`src/rrak_pkg.sv`:
```
// Package for the reduced-round cipher block: sizes, S-box and round helpers.
// Used by every module under src; depends on nothing.
`default_nettype none
package rrak_pkg;
    localparam int SLOTS = 11;
    localparam int SLOT_W = 4;
    localparam logic [1:0] REG_ROUNDS = 2'd0;
    localparam logic [1:0] REG_KSR = 2'd1;
    localparam logic [1:0] REG_LIMIT = 2'd2;

    function automatic logic [7:0] sbox(input logic [7:0] a);
        logic [7:0] t [0:255];
        t = '{
        8'h63,8'h7c,8'h77,8'h7b,8'hf2,8'h6b,8'h6f,8'hc5,8'h30,8'h01,8'h67,8'h2b,8'hfe,8'hd7,8'hab,8'h76,
        8'hca,8'h82,8'hc9,8'h7d,8'hfa,8'h59,8'h47,8'hf0,8'had,8'hd4,8'ha2,8'haf,8'h9c,8'ha4,8'h72,8'hc0,
        8'hb7,8'hfd,8'h93,8'h26,8'h36,8'h3f,8'hf7,8'hcc,8'h34,8'ha5,8'he5,8'hf1,8'h71,8'hd8,8'h31,8'h15,
        8'h04,8'hc7,8'h23,8'hc3,8'h18,8'h96,8'h05,8'h9a,8'h07,8'h12,8'h80,8'he2,8'heb,8'h27,8'hb2,8'h75,
        8'h09,8'h83,8'h2c,8'h1a,8'h1b,8'h6e,8'h5a,8'ha0,8'h52,8'h3b,8'hd6,8'hb3,8'h29,8'he3,8'h2f,8'h84,
        8'h53,8'hd1,8'h00,8'hed,8'h20,8'hfc,8'hb1,8'h5b,8'h6a,8'hcb,8'hbe,8'h39,8'h4a,8'h4c,8'h58,8'hcf,
        8'hd0,8'hef,8'haa,8'hfb,8'h43,8'h4d,8'h33,8'h85,8'h45,8'hf9,8'h02,8'h7f,8'h50,8'h3c,8'h9f,8'ha8,
        8'h51,8'ha3,8'h40,8'h8f,8'h92,8'h9d,8'h38,8'hf5,8'hbc,8'hb6,8'hda,8'h21,8'h10,8'hff,8'hf3,8'hd2,
        8'hcd,8'h0c,8'h13,8'hec,8'h5f,8'h97,8'h44,8'h17,8'hc4,8'ha7,8'h7e,8'h3d,8'h64,8'h5d,8'h19,8'h73,
        8'h60,8'h81,8'h4f,8'hdc,8'h22,8'h2a,8'h90,8'h88,8'h46,8'hee,8'hb8,8'h14,8'hde,8'h5e,8'h0b,8'hdb,
        8'he0,8'h32,8'h3a,8'h0a,8'h49,8'h06,8'h24,8'h5c,8'hc2,8'hd3,8'hac,8'h62,8'h91,8'h95,8'he4,8'h79,
        8'he7,8'hc8,8'h37,8'h6d,8'h8d,8'hd5,8'h4e,8'ha9,8'h6c,8'h56,8'hf4,8'hea,8'h65,8'h7a,8'hae,8'h08,
        8'hba,8'h78,8'h25,8'h2e,8'h1c,8'ha6,8'hb4,8'hc6,8'he8,8'hdd,8'h74,8'h1f,8'h4b,8'hbd,8'h8b,8'h8a,
        8'h70,8'h3e,8'hb5,8'h66,8'h48,8'h03,8'hf6,8'h0e,8'h61,8'h35,8'h57,8'hb9,8'h86,8'hc1,8'h1d,8'h9e,
        8'he1,8'hf8,8'h98,8'h11,8'h69,8'hd9,8'h8e,8'h94,8'h9b,8'h1e,8'h87,8'he9,8'hce,8'h55,8'h28,8'hdf,
        8'h8c,8'ha1,8'h89,8'h0d,8'hbf,8'he6,8'h42,8'h68,8'h41,8'h99,8'h2d,8'h0f,8'hb0,8'h54,8'hbb,8'h16};
        return t[a];
    endfunction

    function automatic logic [7:0] gdbl(input logic [7:0] v);
        return {v[6:0], 1'b0} ^ (v[7] ? 8'h1b : 8'h00);
    endfunction

    // Byte i of a 128-bit word sits at bits 8i.
    function automatic logic [7:0] byt(input logic [127:0] w, input int i);
        return w[8*i +: 8];
    endfunction

    function automatic logic [127:0] ks_fwd(input logic [127:0] k);
        logic [127:0] n;
        int p;
        n = '0;
        for (int c = 0; c < 4; c++) begin
            p = 4 * ((c + 3) % 4);
            n[8*(4*c)   +: 8] = byt(k, p+1) ^ sbox(byt(k, p));
            n[8*(4*c+1) +: 8] = byt(k, p+2);
            n[8*(4*c+2) +: 8] = byt(k, p+3);
            n[8*(4*c+3) +: 8] = byt(k, p);
        end
        return n;
    endfunction

    function automatic logic [127:0] ks_bwd(input logic [127:0] k);
        logic [127:0] n;
        int q;
        n = '0;
        for (int c = 0; c < 4; c++) begin
            q = 4 * ((c + 1) % 4);
            n[8*(4*c)   +: 8] = byt(k, q+3);
            n[8*(4*c+1) +: 8] = byt(k, q) ^ sbox(byt(k, q+3));
            n[8*(4*c+2) +: 8] = byt(k, q+1);
            n[8*(4*c+3) +: 8] = byt(k, q+2);
        end
        return n;
    endfunction

    // Map a key state to the round key it represents.
    function automatic logic [127:0] to_rk(input logic [127:0] s);
        logic [127:0] r;
        r[7:0]     = byt(s,3) ^ byt(s,6) ^ byt(s,9) ^ byt(s,12);
        r[15:8]    = byt(s,2) ^ byt(s,5) ^ byt(s,8) ^ byt(s,15);
        r[23:16]   = byt(s,1) ^ byt(s,4) ^ byt(s,11) ^ byt(s,14);
        r[31:24]   = byt(s,0) ^ byt(s,7) ^ byt(s,10) ^ byt(s,13);
        r[39:32]   = byt(s,6) ^ byt(s,12);
        r[47:40]   = byt(s,2) ^ byt(s,8);
        r[55:48]   = byt(s,4) ^ byt(s,14);
        r[63:56]   = byt(s,0) ^ byt(s,10);
        r[71:64]   = byt(s,3) ^ byt(s,12);
        r[79:72]   = byt(s,8) ^ byt(s,15);
        r[87:80]   = byt(s,4) ^ byt(s,11);
        r[95:88]   = byt(s,0) ^ byt(s,7);
        r[103:96]  = byt(s,12);
        r[111:104] = byt(s,8);
        r[119:112] = byt(s,4);
        r[127:120] = byt(s,0);
        return r;
    endfunction

    function automatic logic [127:0] full_round(input logic [127:0] st);
        logic [127:0] t, o;
        logic [7:0] a0, a1, a2, a3, d0, d1, d2, d3;
        for (int c = 0; c < 4; c++)
            for (int r = 0; r < 4; r++)
                t[8*(r+4*c) +: 8] = sbox(byt(st, r + 4*((c + r) % 4)));
        for (int c = 0; c < 4; c++) begin
            a0 = byt(t,4*c); a1 = byt(t,4*c+1); a2 = byt(t,4*c+2); a3 = byt(t,4*c+3);
            d0 = gdbl(a0); d1 = gdbl(a1); d2 = gdbl(a2); d3 = gdbl(a3);
            o[8*(4*c)   +: 8] = d0 ^ d1 ^ a1 ^ a2 ^ a3;
            o[8*(4*c+1) +: 8] = a0 ^ d1 ^ d2 ^ a2 ^ a3;
            o[8*(4*c+2) +: 8] = a0 ^ a1 ^ d2 ^ d3 ^ a3;
            o[8*(4*c+3) +: 8] = d0 ^ a0 ^ a1 ^ a2 ^ d3;
        end
        return o;
    endfunction
endpackage
`default_nettype wire

```
`src/rrak_keymem.sv`:
```
// Round-key store: 11 x 128-bit synchronous memory with a registered read port.
// Valid bits make unwritten slots read as zero after reset. Uses rrak_pkg.
`default_nettype none
module rrak_keymem (
    input  wire logic                        i_clk,
    input  wire logic                        i_rst_n,
    input  wire logic                        i_we,
    input  wire logic [rrak_pkg::SLOT_W-1:0] i_waddr,
    input  wire logic [127:0]                i_wdata,
    input  wire logic [rrak_pkg::SLOT_W-1:0] i_raddr,
    output logic      [127:0]                o_rdata
);
    import rrak_pkg::*;
    logic [127:0] mem [0:SLOTS-1];
    logic [SLOTS-1:0] r_vld;
    logic [127:0] r_data;
    logic r_rv;

    // Write port and valid bits.
    always_ff @(posedge i_clk) begin
        if (!i_rst_n) begin
            r_vld <= '0;
        end else if (i_we && i_waddr < SLOT_W'(SLOTS)) begin
            r_vld[i_waddr] <= 1'b1;
        end
        if (i_we && i_waddr < SLOT_W'(SLOTS)) begin
            mem[i_waddr] <= i_wdata;
        end
    end

    // Registered read; slots beyond the store or never written give zero.
    always_ff @(posedge i_clk) begin
        if (i_raddr < SLOT_W'(SLOTS)) begin
            r_data <= mem[i_raddr];
            r_rv   <= r_vld[i_raddr];
        end else begin
            r_data <= '0;
            r_rv   <= 1'b0;
        end
    end
    assign o_rdata = r_rv ? r_data : '0;
endmodule
`default_nettype wire

```
`config.mk`:
```
export PLATFORM = sky130hd
export DESIGN_NAME = rrak_keymem
export DESIGN_NICKNAME = d
export VERILOG_FILES = /design/src/rrak_pkg.sv /design/src/rrak_keymem.sv
export SDC_FILE = /design/constraint.sdc
export NUM_CORES = 1
export LEC_CHECK = 0
export BUFFER_PORTS_ARGS = -buffer_cell sky130_fd_sc_hd__buf_2
export CAP_MARGIN = 20
export CORE_MARGIN = 4
export CORE_UTILIZATION = 25
export DETAILED_ROUTE_END_ITERATION = 8
export GPL_TIMING_DRIVEN = 0
export PLACE_DENSITY = 0.36
export SYNTH_ARGS = -nofsm -noshare
export SYNTH_HDL_FRONTEND = slang
export SYNTH_SLANG_ARGS = --single-unit
export TNS_END_PERCENT = 50
```
`constraint.sdc`:
```
create_clock -name i_clk -period 24.2 [get_ports i_clk]
set_input_delay 4.84 -clock i_clk [delete_from_list [all_inputs] [get_ports i_clk]]
set_output_delay 4.84 -clock i_clk [all_outputs]
set_load 0.01 [all_outputs]
```
==> flow_summary.json <==
{
  "critical_path_class": "flip-flop to output port",
  "outcome": "finished, final reports clean",
  "skew_ns": 0.0306,
  "ir_worst_vdd_mv": 0.0512,
  "ant_nets": 0,
  "hold_buffers": 0,
  "rsz0062_at_grt": "false",
  "yosys_warnings": 0,
  "grt_start_max_net_pins": 25,
  "max_freq_mhz": 127,
  "final_nets": 3869,
  "cts-root-buf": "clkbuf_16",
  "grt_overflow_total": 0,
  "ios": 267,
  "p_comb_share_pct": 5.6,
  "path_clk_slew_ns": 0.06,
  "drc": 0,
  "worst_slew_pin_slew_ns": 1.09,
  "viasPerCell": 4.39,
  "die_h_um": 488,
  "finalHoldViolCount": 0,
  "final_util_pct": 30.7,
  "design_area_mm2": 0.0706,
  "place_congestion": 0.680,
  "power_leakage_nw": 24.4,
  "firstDrtPassIters": 5,
  "dr_total_vias": 30433,
  "p_switching_mw": 1.34,
  "hold_ws_ns": 0.462,
  "hp-start": "r_vld[6]$_SDFFE_PN0P_",
  "htreeDepth": 4,
  "p_clk_share_pct": 43.8,
  "area_delta_synth_final_pct": 22.4,
  "finalSetupTns_ns": 0,
  "coreArea_mm2": 0.230,
  "syn_area_mm2": 0.0577,
  "grt_pass1_vias": 31716,
  "layout.cells.most_common": "edfxtp_1",
  "grtUsageMet2_pct": 25.0,
  "required_ns": 19.36,
  "fin_crit_sh_pct": 32.7,
  "antenna_found_initial": 54,
  "drt-wirelength-per-cell_um": 26.7,
  "drv_slew": 0,
  "hold_path.class": "flip-flop to flip-flop",
  "cts_tree": "done",
  "cp_max_fo": 10,
  "yosysTopAreaCell": "edfxtp_1",
  "met3_usage_pct": 2.79,
  "swShare_pct": 22.7,
  "initial_core_util_pct": 25.1,
  "p_seq_share_pct": 50.6,
  "clk_latency_ns": 0.81,
  "grt_use_met1_pct": 21.1,
  "synth_area_leaders": "edfxtp_1, mux2i_1, dfxtp_1",
  "synth.distinct_cells": 26,
  "internal_power_mw": 4.59,
  "period_minus_slack_ns": 7.91,
  "wirelength_mm": 185,
  "startpoint": "r_rv$_SDFF_PP0_",
  "busiest_layer": "met2",
  "grt.total_usage_pct": 15.3,
  "synth.avg_cell_area_um2": 18.2,
  "synth_seq_cells": 1548,
  "num_rows": 176,
  "synth_top_area_share_pct": 73.3,
  "power.density_mw_per_mm2": 84.1,
  "synth_nets": 3305,
  "drt_first_iter_violations": 2156,
  "placed_area_mm2": 0.0649,
  "ctsResizeCount": 0,
  "cp.arrival_ns": 3.07,
  "grt_pass1_wl_mm": 255,
  "finalSetupViolCount": 0,
  "die_area_mm2": 0.238,
  "critPathLaunchType": "flip-flop",
  "fp.dieW_um": 488,
  "numCtsBuffers": 177,
  "rr_startpoint": "mem[3][71]$_DFFE_PP_",
  "postCtsSetupBuffers": 0,
  "place.detailed.hpwl_mm": 123,
  "netlist_instances": 3166,
  "io_buffers": 263,
  "drv_cap": 0,
  "final_cell_mix": "edfxtp_1, mux2i_1, buf_2",
  "clkSinkCount": 1548,
  "critPathCaptureType": "output port",
  "drive_gt1_share_pct": 20.7,
  "seq_area_frac_synth_pct": 78.2,
  "cts_buffer_depth": 3,
  "fin_ws_ns": 16.29,
  "place_ws_ns": 16.38,
  "max-slew-margin-rel_pct": 27.6
}
==> power groups by stage <==
stage	Sequential (mW)	Clock [mW]	Combinational [mW]
after floorplan	3.06	0	0.163
after global placement	3.08	0	0.326
after detailed placement	3.06	0	0.342
after CTS	3.00	2.69	0.343
after global routing	3.01	2.81	0.360
final	3.00	2.60	0.330
==> through the flow <==
step,power [mW],std cells
floorplan,3.22,3166
global placement,3.40,6455
detailed placement,3.40,6577
CTS,6.03,6906
global route,6.18,6910
finish,5.93,6927
==> state kept, by name, summed over array words and instances, names as in the netlist <==
name,count
r_data,128
r_rv,1
mem,1408
r_vld,11
==> path summary, 6_finish.rpt <==
| kind | end | slack [ns] | cells after the start |
|---|---|---|---|
| max reg2reg | r_data[71]$_SDFF_PP0_ | 22.66 | 3 |
| max | o_rdata[57] | 16.29 | 4 |
| min | r_vld[6]$_SDFFE_PN0P_ | 0.46 | 1 |
| min reg2reg | r_vld[6]$_SDFFE_PN0P_ | 0.46 | 1 |
==> worst max-delay path, stage by stage (launching register included) <==
cell and delay [ns]:
dfxtp_1 0.32, clkbuf_1 0.58, clkbuf_2 0.81, and2_1 0.37, buf_2 0.18
==> area by class of cell <==
type | count | area [µm²]
antenna | 21 | 52.6
buffer | 193 | 1060
clock buffer | 250 | 4860
clock inverter | 79 | 749
fill | 22637 | 159000
inverter | 1 | 3.75
multi-input combinational | 1424 | 11600
sequential | 1548 | 45100
tap | 3026 | 3790
timing repair buffer | 385 | 3380
==> metal layers <==
metal	up-vias	part of all wire, %
met5	-	0.035
met4	8	2.0
met3	257	4.4
met2	682	48
met1	15752	46
li1	13734	-
==> cell families (layout without fill, tap and decap cells) <==
family / after synthesis / in the layout / share of synthesized area (%)
AO/OA/AOI/OAI: 526 / 526 / 5.67
buffers and inverters: 194 / 908 / 1.83
flip-flops: 1548 / 1548 / 78.2
multiplexers: 566 / 566 / 11.5
other: 0 / 21 / 0
AND/OR/NAND/NOR: 332 / 332 / 2.78
==> cell usage after synthesis <==
cell,number
buf_6,24
a21oi_1,128
a22oi_1,102
nor3_1,3
nor2_1,137
or3b_2,1
clkbuf_1,88
edfxtp_1,1408
nand2b_1,2
mux4_2,79
buf_4,32
and2_1,129
inv_1,1
buf_2,20
nand3_1,1
buf_1,29
nor2b_1,2
o21a_1,11
o221ai_1,1
dfxtp_1,140
o21ai_1,156
a221oi_1,77
o22ai_1,51
nand3b_1,3
nand2_1,54
mux2i_1,487
(Power assumes the default switching activity.)
